### src/rtl/assert_macros.svh
// ---------------------------------------------------------------------------
// Assertion macros
// Clocked assertion shorthands shared by the ring meter RTL.
// ---------------------------------------------------------------------------
`ifndef ASSERT_MACROS_SVH
`define ASSERT_MACROS_SVH

// Check a property on every rising edge of clk, masked while rst is high.
`define RMSG_ASSERT(lbl, prop, msg) \
  lbl: assert property (@(posedge clk) disable iff (rst) prop) else $error(msg);

// Check a property on every rising edge of clk, reset included.
`define RMSG_ASSERT_ALWAYS(lbl, prop, msg) \
  lbl: assert property (@(posedge clk) prop) else $error(msg);

`endif

### src/rtl/rmsg_pkg.sv
// ---------------------------------------------------------------------------
// rmsg_pkg
// Types, register codes, the Q15 sine table and colour helpers of the
// ring meter segment generator.
// ---------------------------------------------------------------------------
package rmsg_pkg;

  localparam int ANG_W  = 10;
  localparam int IDX_W  = 9;
  localparam int TRIG_W = 17;
  localparam int PROD_W = 25;
  localparam int COORD_W = 10;
  localparam int QUARTER_DEG = 90;

  typedef enum logic [2:0] {
    REG_VALUE_MIN  = 3'd0,
    REG_VALUE_MAX  = 3'd1,
    REG_LEFT_X     = 3'd2,
    REG_TOP_Y      = 3'd3,
    REG_RADIUS     = 3'd4,
    REG_RING_WIDTH = 3'd5,
    REG_SCHEME     = 3'd6,
    REG_BACKGROUND = 3'd7
  } reg_idx_t;

  typedef enum logic [3:0] {
    SCH_RED       = 4'd0,
    SCH_GREEN     = 4'd1,
    SCH_BLUE      = 4'd2,
    SCH_RAINBOW   = 4'd3,
    SCH_RAMP_UP   = 4'd4,
    SCH_RAMP_DOWN = 4'd5,
    SCH_BLACK     = 4'd6,
    SCH_PINK      = 4'd7
  } scheme_t;

  localparam logic [15:0] COL_RED   = 16'hF800;
  localparam logic [15:0] COL_GREEN = 16'h07E0;
  localparam logic [15:0] COL_BLUE  = 16'h001F;
  localparam logic [15:0] COL_BLACK = 16'h0000;
  localparam logic [15:0] COL_PINK  = 16'hF81F;

  // Static ring geometry and colouring, held by the register file.
  typedef struct packed {
    logic [9:0]  cx;
    logic [9:0]  cy;
    logic [6:0]  rin;
    logic [6:0]  rout;
    logic [3:0]  scheme;
    logic [15:0] background;
  } ring_cfg_t;

  // One segment handed from the sequencer to the datapath.
  typedef struct packed {
    logic                    valid;
    logic signed [ANG_W-1:0] angle;
    logic [IDX_W-1:0]        idx;
    logic                    fill;
    logic                    last;
  } seg_ctl_t;

  localparam logic [15:0] SINE_Q15 [91] = '{
    16'd0, 16'd572, 16'd1144, 16'd1715, 16'd2286, 16'd2856, 16'd3425, 16'd3993,
    16'd4560, 16'd5126, 16'd5690, 16'd6252, 16'd6813, 16'd7371, 16'd7927,
    16'd8481, 16'd9032, 16'd9580, 16'd10126, 16'd10668, 16'd11207, 16'd11743,
    16'd12275, 16'd12803, 16'd13328, 16'd13848, 16'd14365, 16'd14876,
    16'd15384, 16'd15886, 16'd16384, 16'd16877, 16'd17364, 16'd17847,
    16'd18324, 16'd18795, 16'd19261, 16'd19720, 16'd20174, 16'd20622,
    16'd21063, 16'd21498, 16'd21926, 16'd22348, 16'd22763, 16'd23170,
    16'd23571, 16'd23965, 16'd24351, 16'd24730, 16'd25102, 16'd25466,
    16'd25822, 16'd26170, 16'd26510, 16'd26842, 16'd27166, 16'd27482,
    16'd27789, 16'd28088, 16'd28378, 16'd28660, 16'd28932, 16'd29197,
    16'd29452, 16'd29698, 16'd29935, 16'd30163, 16'd30382, 16'd30592,
    16'd30792, 16'd30983, 16'd31164, 16'd31336, 16'd31499, 16'd31651,
    16'd31795, 16'd31928, 16'd32052, 16'd32166, 16'd32270, 16'd32365,
    16'd32449, 16'd32524, 16'd32588, 16'd32643, 16'd32688, 16'd32723,
    16'd32748, 16'd32763, 16'd32768
  };

  // Sine in Q15 for an angle in -180..359 degrees.
  function automatic logic signed [TRIG_W-1:0] sin_q15(input logic signed [ANG_W-1:0] a);
    logic [8:0]  d;
    logic [15:0] t;
    logic        neg;
    d   = (a < 0) ? 9'(a + 10'sd360) : 9'(a);
    neg = 1'b0;
    if (d <= 9'd90) begin
      t = SINE_Q15[d[6:0]];
    end else if (d <= 9'd180) begin
      t = SINE_Q15[7'(9'd180 - d)];
    end else if (d <= 9'd270) begin
      t   = SINE_Q15[7'(d - 9'd180)];
      neg = 1'b1;
    end else begin
      t   = SINE_Q15[7'(9'd360 - d)];
      neg = 1'b1;
    end
    return neg ? -$signed({1'b0, t}) : $signed({1'b0, t});
  endfunction

  // RGB565 rainbow: blue, cyan, green, yellow, red across 0..127.
  function automatic logic [15:0] rainbow(input logic [6:0] idx);
    logic [4:0] m;
    logic [4:0] r;
    logic [5:0] g;
    logic [4:0] b;
    m = idx[4:0];
    r = 5'd0;
    g = 6'd0;
    b = 5'd0;
    unique case (idx[6:5])
      2'd0: begin
        b = 5'd31;
        g = {m, 1'b0};
      end
      2'd1: begin
        b = 5'd31 - m;
        g = 6'd63;
      end
      2'd2: begin
        g = 6'd63;
        r = m;
      end
      default: begin
        g = 6'd63 - {m, 1'b0};
        r = 5'd31;
      end
    endcase
    return {r, g, b};
  endfunction

endpackage

### src/rtl/rmsg_seg_pipe.sv
// ---------------------------------------------------------------------------
// rmsg_seg_pipe
// Segment datapath: angle to trig lookup and colour, trig times radius,
// centre offset and clamp into the output word register.
// ---------------------------------------------------------------------------
module rmsg_seg_pipe #(
  parameter int SEG  = 5,
  parameter int HALF = 150
) (
  input  logic                clk,
  input  logic                rst,
  input  rmsg_pkg::ring_cfg_t cfg,
  input  rmsg_pkg::seg_ctl_t  ctl,
  output logic                adv,
  output logic                out_valid,
  input  logic                out_ready,
  output logic [9:0]          inner_start_x,
  output logic [9:0]          inner_start_y,
  output logic [9:0]          outer_start_x,
  output logic [9:0]          outer_start_y,
  output logic [9:0]          inner_end_x,
  output logic [9:0]          inner_end_y,
  output logic [9:0]          outer_end_x,
  output logic [9:0]          outer_end_y,
  output logic [15:0]         segment_colour,
  output logic                filled,
  output logic                last_segment
);

  localparam int NSEG = (2 * HALF + SEG - 1) / SEG;
  localparam int K_W  = $clog2(NSEG);

  // scheme colour of each segment for the three ramps
  logic [15:0] rb_full [NSEG];
  logic [15:0] rb_up   [NSEG];
  logic [15:0] rb_down [NSEG];

  for (genvar i = 0; i < NSEG; i++) begin : g_ramp
    localparam int T = i * SEG;
    assign rb_full[i] = rmsg_pkg::rainbow(7'(T * 127 / (2 * HALF)));
    assign rb_up[i]   = rmsg_pkg::rainbow(7'(T * 64 / (2 * HALF) + 63));
    assign rb_down[i] = rmsg_pkg::rainbow(7'(127 - T * 64 / (2 * HALF)));
  end

  assign adv = !out_valid || out_ready;

  // stage A: segment control
  logic                                 va;
  rmsg_pkg::seg_ctl_t                   sa;
  // stage B: trig values and colour
  logic                                 vb;
  logic signed [rmsg_pkg::TRIG_W-1:0]   tb [4];
  logic [15:0]                          colb;
  logic                                 fillb, lastb;
  // stage C: products
  logic                                 vc;
  logic signed [rmsg_pkg::PROD_W-1:0]   pc [8];
  logic [15:0]                          colc;
  logic                                 fillc, lastc;

  logic signed [rmsg_pkg::ANG_W-1:0]    ang_end;
  logic signed [rmsg_pkg::TRIG_W-1:0]   trig_next [4];
  logic [15:0]                          scheme_col;
  logic [K_W-1:0]                       ka;
  logic [9:0]                           pt [8];

  assign ang_end = sa.angle + rmsg_pkg::ANG_W'(SEG);
  assign ka      = sa.idx[K_W-1:0];

  always_comb begin
    trig_next[0] = rmsg_pkg::sin_q15(sa.angle);
    trig_next[1] = -rmsg_pkg::sin_q15(sa.angle + rmsg_pkg::ANG_W'(rmsg_pkg::QUARTER_DEG));
    trig_next[2] = rmsg_pkg::sin_q15(ang_end);
    trig_next[3] = -rmsg_pkg::sin_q15(ang_end + rmsg_pkg::ANG_W'(rmsg_pkg::QUARTER_DEG));
  end

  always_comb begin
    unique case (cfg.scheme)
      rmsg_pkg::SCH_RED:       scheme_col = rmsg_pkg::COL_RED;
      rmsg_pkg::SCH_GREEN:     scheme_col = rmsg_pkg::COL_GREEN;
      rmsg_pkg::SCH_BLUE:      scheme_col = rmsg_pkg::COL_BLUE;
      rmsg_pkg::SCH_RAINBOW:   scheme_col = rb_full[ka];
      rmsg_pkg::SCH_RAMP_UP:   scheme_col = rb_up[ka];
      rmsg_pkg::SCH_RAMP_DOWN: scheme_col = rb_down[ka];
      rmsg_pkg::SCH_BLACK:     scheme_col = rmsg_pkg::COL_BLACK;
      rmsg_pkg::SCH_PINK:      scheme_col = rmsg_pkg::COL_PINK;
      default:                 scheme_col = rmsg_pkg::COL_BLUE;
    endcase
  end

  // corner order: inner start, outer start, inner end, outer end (x then y)
  function automatic logic [9:0] place(input logic [9:0] c,
                                       input logic signed [rmsg_pkg::PROD_W-1:0] p);
    logic signed [26:0] s;
    s = $signed({2'b00, c, 15'd0}) + 27'(p);
    return (s < 0) ? 10'd0 : s[24:15];
  endfunction

  always_comb begin
    for (int j = 0; j < 8; j++) begin
      pt[j] = place(j[0] ? cfg.cy : cfg.cx, pc[j]);
    end
  end

  always_ff @(posedge clk) begin
    if (rst) begin
      va        <= 1'b0;
      vb        <= 1'b0;
      vc        <= 1'b0;
      out_valid <= 1'b0;
    end else if (adv) begin
      va        <= ctl.valid;
      vb        <= va;
      vc        <= vb;
      out_valid <= vc;
    end
  end

  always_ff @(posedge clk) begin
    if (adv) begin
      sa    <= ctl;
      tb    <= trig_next;
      colb  <= sa.fill ? scheme_col : cfg.background;
      fillb <= sa.fill;
      lastb <= sa.last;
      for (int j = 0; j < 8; j++) begin
        pc[j] <= rmsg_pkg::PROD_W'(tb[{j[2], j[0]}] *
                 $signed({1'b0, (j[1] ? cfg.rout : cfg.rin)}));
      end
      colc  <= colb;
      fillc <= fillb;
      lastc <= lastb;
      inner_start_x  <= pt[0];
      inner_start_y  <= pt[1];
      outer_start_x  <= pt[2];
      outer_start_y  <= pt[3];
      inner_end_x    <= pt[4];
      inner_end_y    <= pt[5];
      outer_end_x    <= pt[6];
      outer_end_y    <= pt[7];
      segment_colour <= colc;
      filled         <= fillc;
      last_segment   <= lastc;
    end
  end

endmodule

### config.mk
export PLATFORM = sky130hd
export DESIGN_NAME = rmsg_seg_pipe
export DESIGN_NICKNAME = d
export VERILOG_FILES = /design/src/rtl/assert_macros.svh /design/src/rtl/rmsg_pkg.sv /design/src/rtl/rmsg_seg_pipe.sv
export SDC_FILE = /design/constraint.sdc
export NUM_CORES = 2
export LEC_CHECK = 0
export ABC_AREA = 1
export BUFFER_PORTS_ARGS = -buffer_cell sky130_fd_sc_hd__buf_4
export CELL_PAD_IN_SITES_DETAIL_PLACEMENT = 0
export CELL_PAD_IN_SITES_GLOBAL_PLACEMENT = 1
export CORE_ASPECT_RATIO = 1.1
export CORE_MARGIN = 5
export CORE_UTILIZATION = 45
export CTS_BUF_LIST = sky130_fd_sc_hd__clkbuf_4
export DETAILED_ROUTE_END_ITERATION = 16
export PLACE_DENSITY = 0.87
export SYNTH_ARGS = -nofsm -noshare
export SYNTH_HDL_FRONTEND = slang
export SYNTH_SLANG_ARGS = --single-unit
### constraint.sdc
create_clock -name clk -period 10.4 [get_ports clk]
set_input_delay 1.56 -clock clk [delete_from_list [all_inputs] [get_ports clk]]
set_output_delay 1.56 -clock clk [all_outputs]
set_load 0.05 [all_outputs]
==> results_dict.tcl <==
set metrics [dict create \
    multi_input_area_mm2 0.0546 \
    fill_cells 17300 \
    grt_setup_unrepaired "no" \
    numCtsBuffers 88 \
    seq_area_frac_synth_pct 12.1 \
    ys.flop_type "edfxtp_1" \
    gp_congestion 1.02 \
    root_buffer "clkbuf_4" \
    synth_most_common_cell "nand2_1" \
    critPathArrivalTime_ns 8.97 \
    crit_type "reg -> reg" \
    required_ns 11.24 \
    min_from "colb[2]" \
    crit_fanout 55 \
    antenna_found_initial 9 \
    crit_path_start_kind "flop" \
    setup_tns_ns 0 \
    finalCritPeriodShare_pct 78.2 \
    mappedNetlistArea_mm2 0.0748 \
    worst_pin_slew_ns 1.26 \
    grt_pass1_vias 76000 \
    whs_path_depth 0 \
    finalWorstSetupSlack_ns 2.27 \
    crit-reg2reg-launch "sa[12]" \
    yosysTopAreaCell "fa_1" \
    drive_above_1_share_pct 6.02 \
    synth_edf_count 300 \
    drc 0 \
    period_needed_ns 8.13 \
    fin_skew_ns 0.137 \
    maxCapViolCount 0 \
    rows 157 \
    synth.ff_latch_count 304 \
    slew_viol_final 0 \
    grt_use_total_pct 33.2 \
    synth_warnings 0 \
    start_util_pct 45.1 \
    io_pins 179 \
    hold_ws_ns 0.314 \
    routed_wl_mm 298 \
    ys_types 75 \
    slowest_delay_ns 0.77 \
    slew_headroom_pct 15.3 \
    cp_num_buf_inv 5 \
    setup_viol 0 \
    cts_resized 0 \
    grt_pass1_wl_mm 452 \
    io_buffers 175 \
    cpMaxStageDelayCell "edfxtp_1" \
    avgRoutedWirePerCell_um 22.1 \
    post-dp-hpwl_mm 222 \
    grt_max_degree 124 \
    vias 77500 \
    die_h_um 438 \
    reg2reg_to "tb[41]" \
    post_cts_buffers 0 \
    min_to "colc[2]" \
    synth_common_cells "2842 x nand2_1, 2230 x inv_1, 905 x nor2_1, 772 x o21ai_0, 732 x fa_1" \
    clk_pin_slew_worst_paths_ns 0.06 \
    status "finished, final reports clean" \
    drt_iter0_drc 8453 \
    hold_violations 0 \
    cts_sinks 304 \
    cts_tree "built" \
    pre_cts_ws_ns 2.61 \
    die-area_mm2 0.175 \
    cts_buffer_depth 3 \
    die_w_um 399 \
    synthTopCellsByArea "fa_1 20%, nand2_1 14%, edfxtp_1 12%" \
    cts_hold_buf 0 \
    ant_nets 0 \
    synth_cells 11400 \
    end_kind "flop" \
    min_path_type "reg -> reg" \
    rrSetupSlack_ns 2.27 \
    cp_top_family "simple AND/OR/NAND/NOR gates" \
    synth_top_area_share_pct 19.6 \
    async_flop_share_pct 0 \
    grt_overflow 0 \
    regArea_mm2 0.00909 \
    syn_avg_cell_area_um2 6.59 \
    ff2ff_path_depth 30 \
    cts.htree.levels 3 \
    crit_top_cell "nand2_1" \
    synth_fp_nets 12700 \
    area_growth_pct 5.05 \
    firstDrtPassIters 8 \
    coreArea_mm2 0.166 \
    fmax_mhz 123 \
    clk_latency_ns 1.09 \
    finalNetCount 12500 \
    viasPerCell 5.75 \
]
## cells by family after synthesis
group / Yosys count / share of synthesized area, %
compound gates: 1940 / 15.1
xor+xnor: 209 / 2.55
fa+ha+maj: 1294 / 29.0
buf+inv: 2893 / 15.0
flops: 304 / 12.1
simple gates: 4715 / 26.2
## per-layer routing
| metal | track usage [%] | share of wire, % | vias up |
|---|---|---|---|
| met1 | 42.5 | 39 | 37100 |
| met5 | 0 | 0.0094 | - |
| met2 | 52.7 | 45 | 3983 |
| li1 | - | - | 35500 |
| met4 | 19.2 | 6.6 | 4 |
| met3 | 5.96 | 9.1 | 943 |
## layout make-up
type                            instances  area share [%]
Inverter                             2303            11.0
Clock inverter                         44           0.342
Clock buffer                          115            1.10
Tap cell                             2226            3.54
Sequential cell                       304            11.6
Timing Repair Buffer                  313            2.99
Antenna cell                           12          0.0382
Multi-Input combinational cell       8158            69.4
## layout by cell type, fill, tap and decap left out, types with 17 or more instances in the layout
master	count
a221oi_1	23
inv_2	54
nand4_1	70
fa_1	732
o21bai_1	17
o211ai_1	174
a211oi_1	33
xor2_1	100
o2111ai_1	20
inv_1	2228
o221ai_1	51
nand3_1	616
nand2_4	17
o31ai_1	31
o21ai_0	772
nand2_2	38
xnor2_1	98
nand3_2	17
clkbuf_4	115
clkinv_1	39
o21ai_1	37
edfxtp_1	300
ha_1	558
o311ai_0	43
a31oi_1	59
nor2_2	25
a22oi_1	17
nand3b_1	17
a21oi_1	521
nand2_1	2842
buf_4	313
nor2_1	901
or2_2	27
nor3_1	85
o22ai_1	65
nor3b_1	18
## worst max-delay path by stage
stage / startpoint / to / slack, ns / cells past startpoint
6_report: sa[12] / tb[41] / 2.27 / 30
5_1_grt: sa[12] / tb[41] / 1.92 / 30
4_1_cts: sa[12] / tb[41] / 2.57 / 29
3_5_place_dp: sa[12] / tb[41] / 2.61 / 29
3_3_place_gp: cfg[30] / pc[0][49] / 2.65 / 27
2_1_floorplan: out_ready / adv / 1.08 / 2
## stage by stage
step	cell area, µm²	std cells	utilization [%]
2_1_floorplan	74800	11400	-
3_3_place_gp	77500	13300	46.7
3_5_place_dp	77500	13300	46.7
4_1_cts	78600	13500	47.3
5_1_grt	78600	13500	47.4
6_report	78600	13500	47.4
## flip-flops by register name, indices dropped and copies added (netlist names), 6 cells and up
name            count
inner_end_x        10
outer_end_x        10
tb                 68
outer_end_y        10
outer_start_x      10
colc               16
inner_start_y      10
sa                 12
outer_start_y      10
inner_start_x      10
pc                 80
colb               16
inner_end_y        10
ka                  6
segment_colour     16
## worst register-to-register path: cells and delay by family (launching register included)
kind | cells | cell delay (ns)
buffers and inverters | 5 | 1.57
adder cells (fa/ha/maj) | 3 | 1.43
AO/OA/AOI/OAI | 1 | 0.36
flip-flops | 1 | 0.77
AND/OR/NAND/NOR | 19 | 2.91
XOR/XNOR | 2 | 0.83
Power is left out: the tool's default activity adds up to more than one toggle a clock period on the data nets, which glitch-free logic cannot reach.
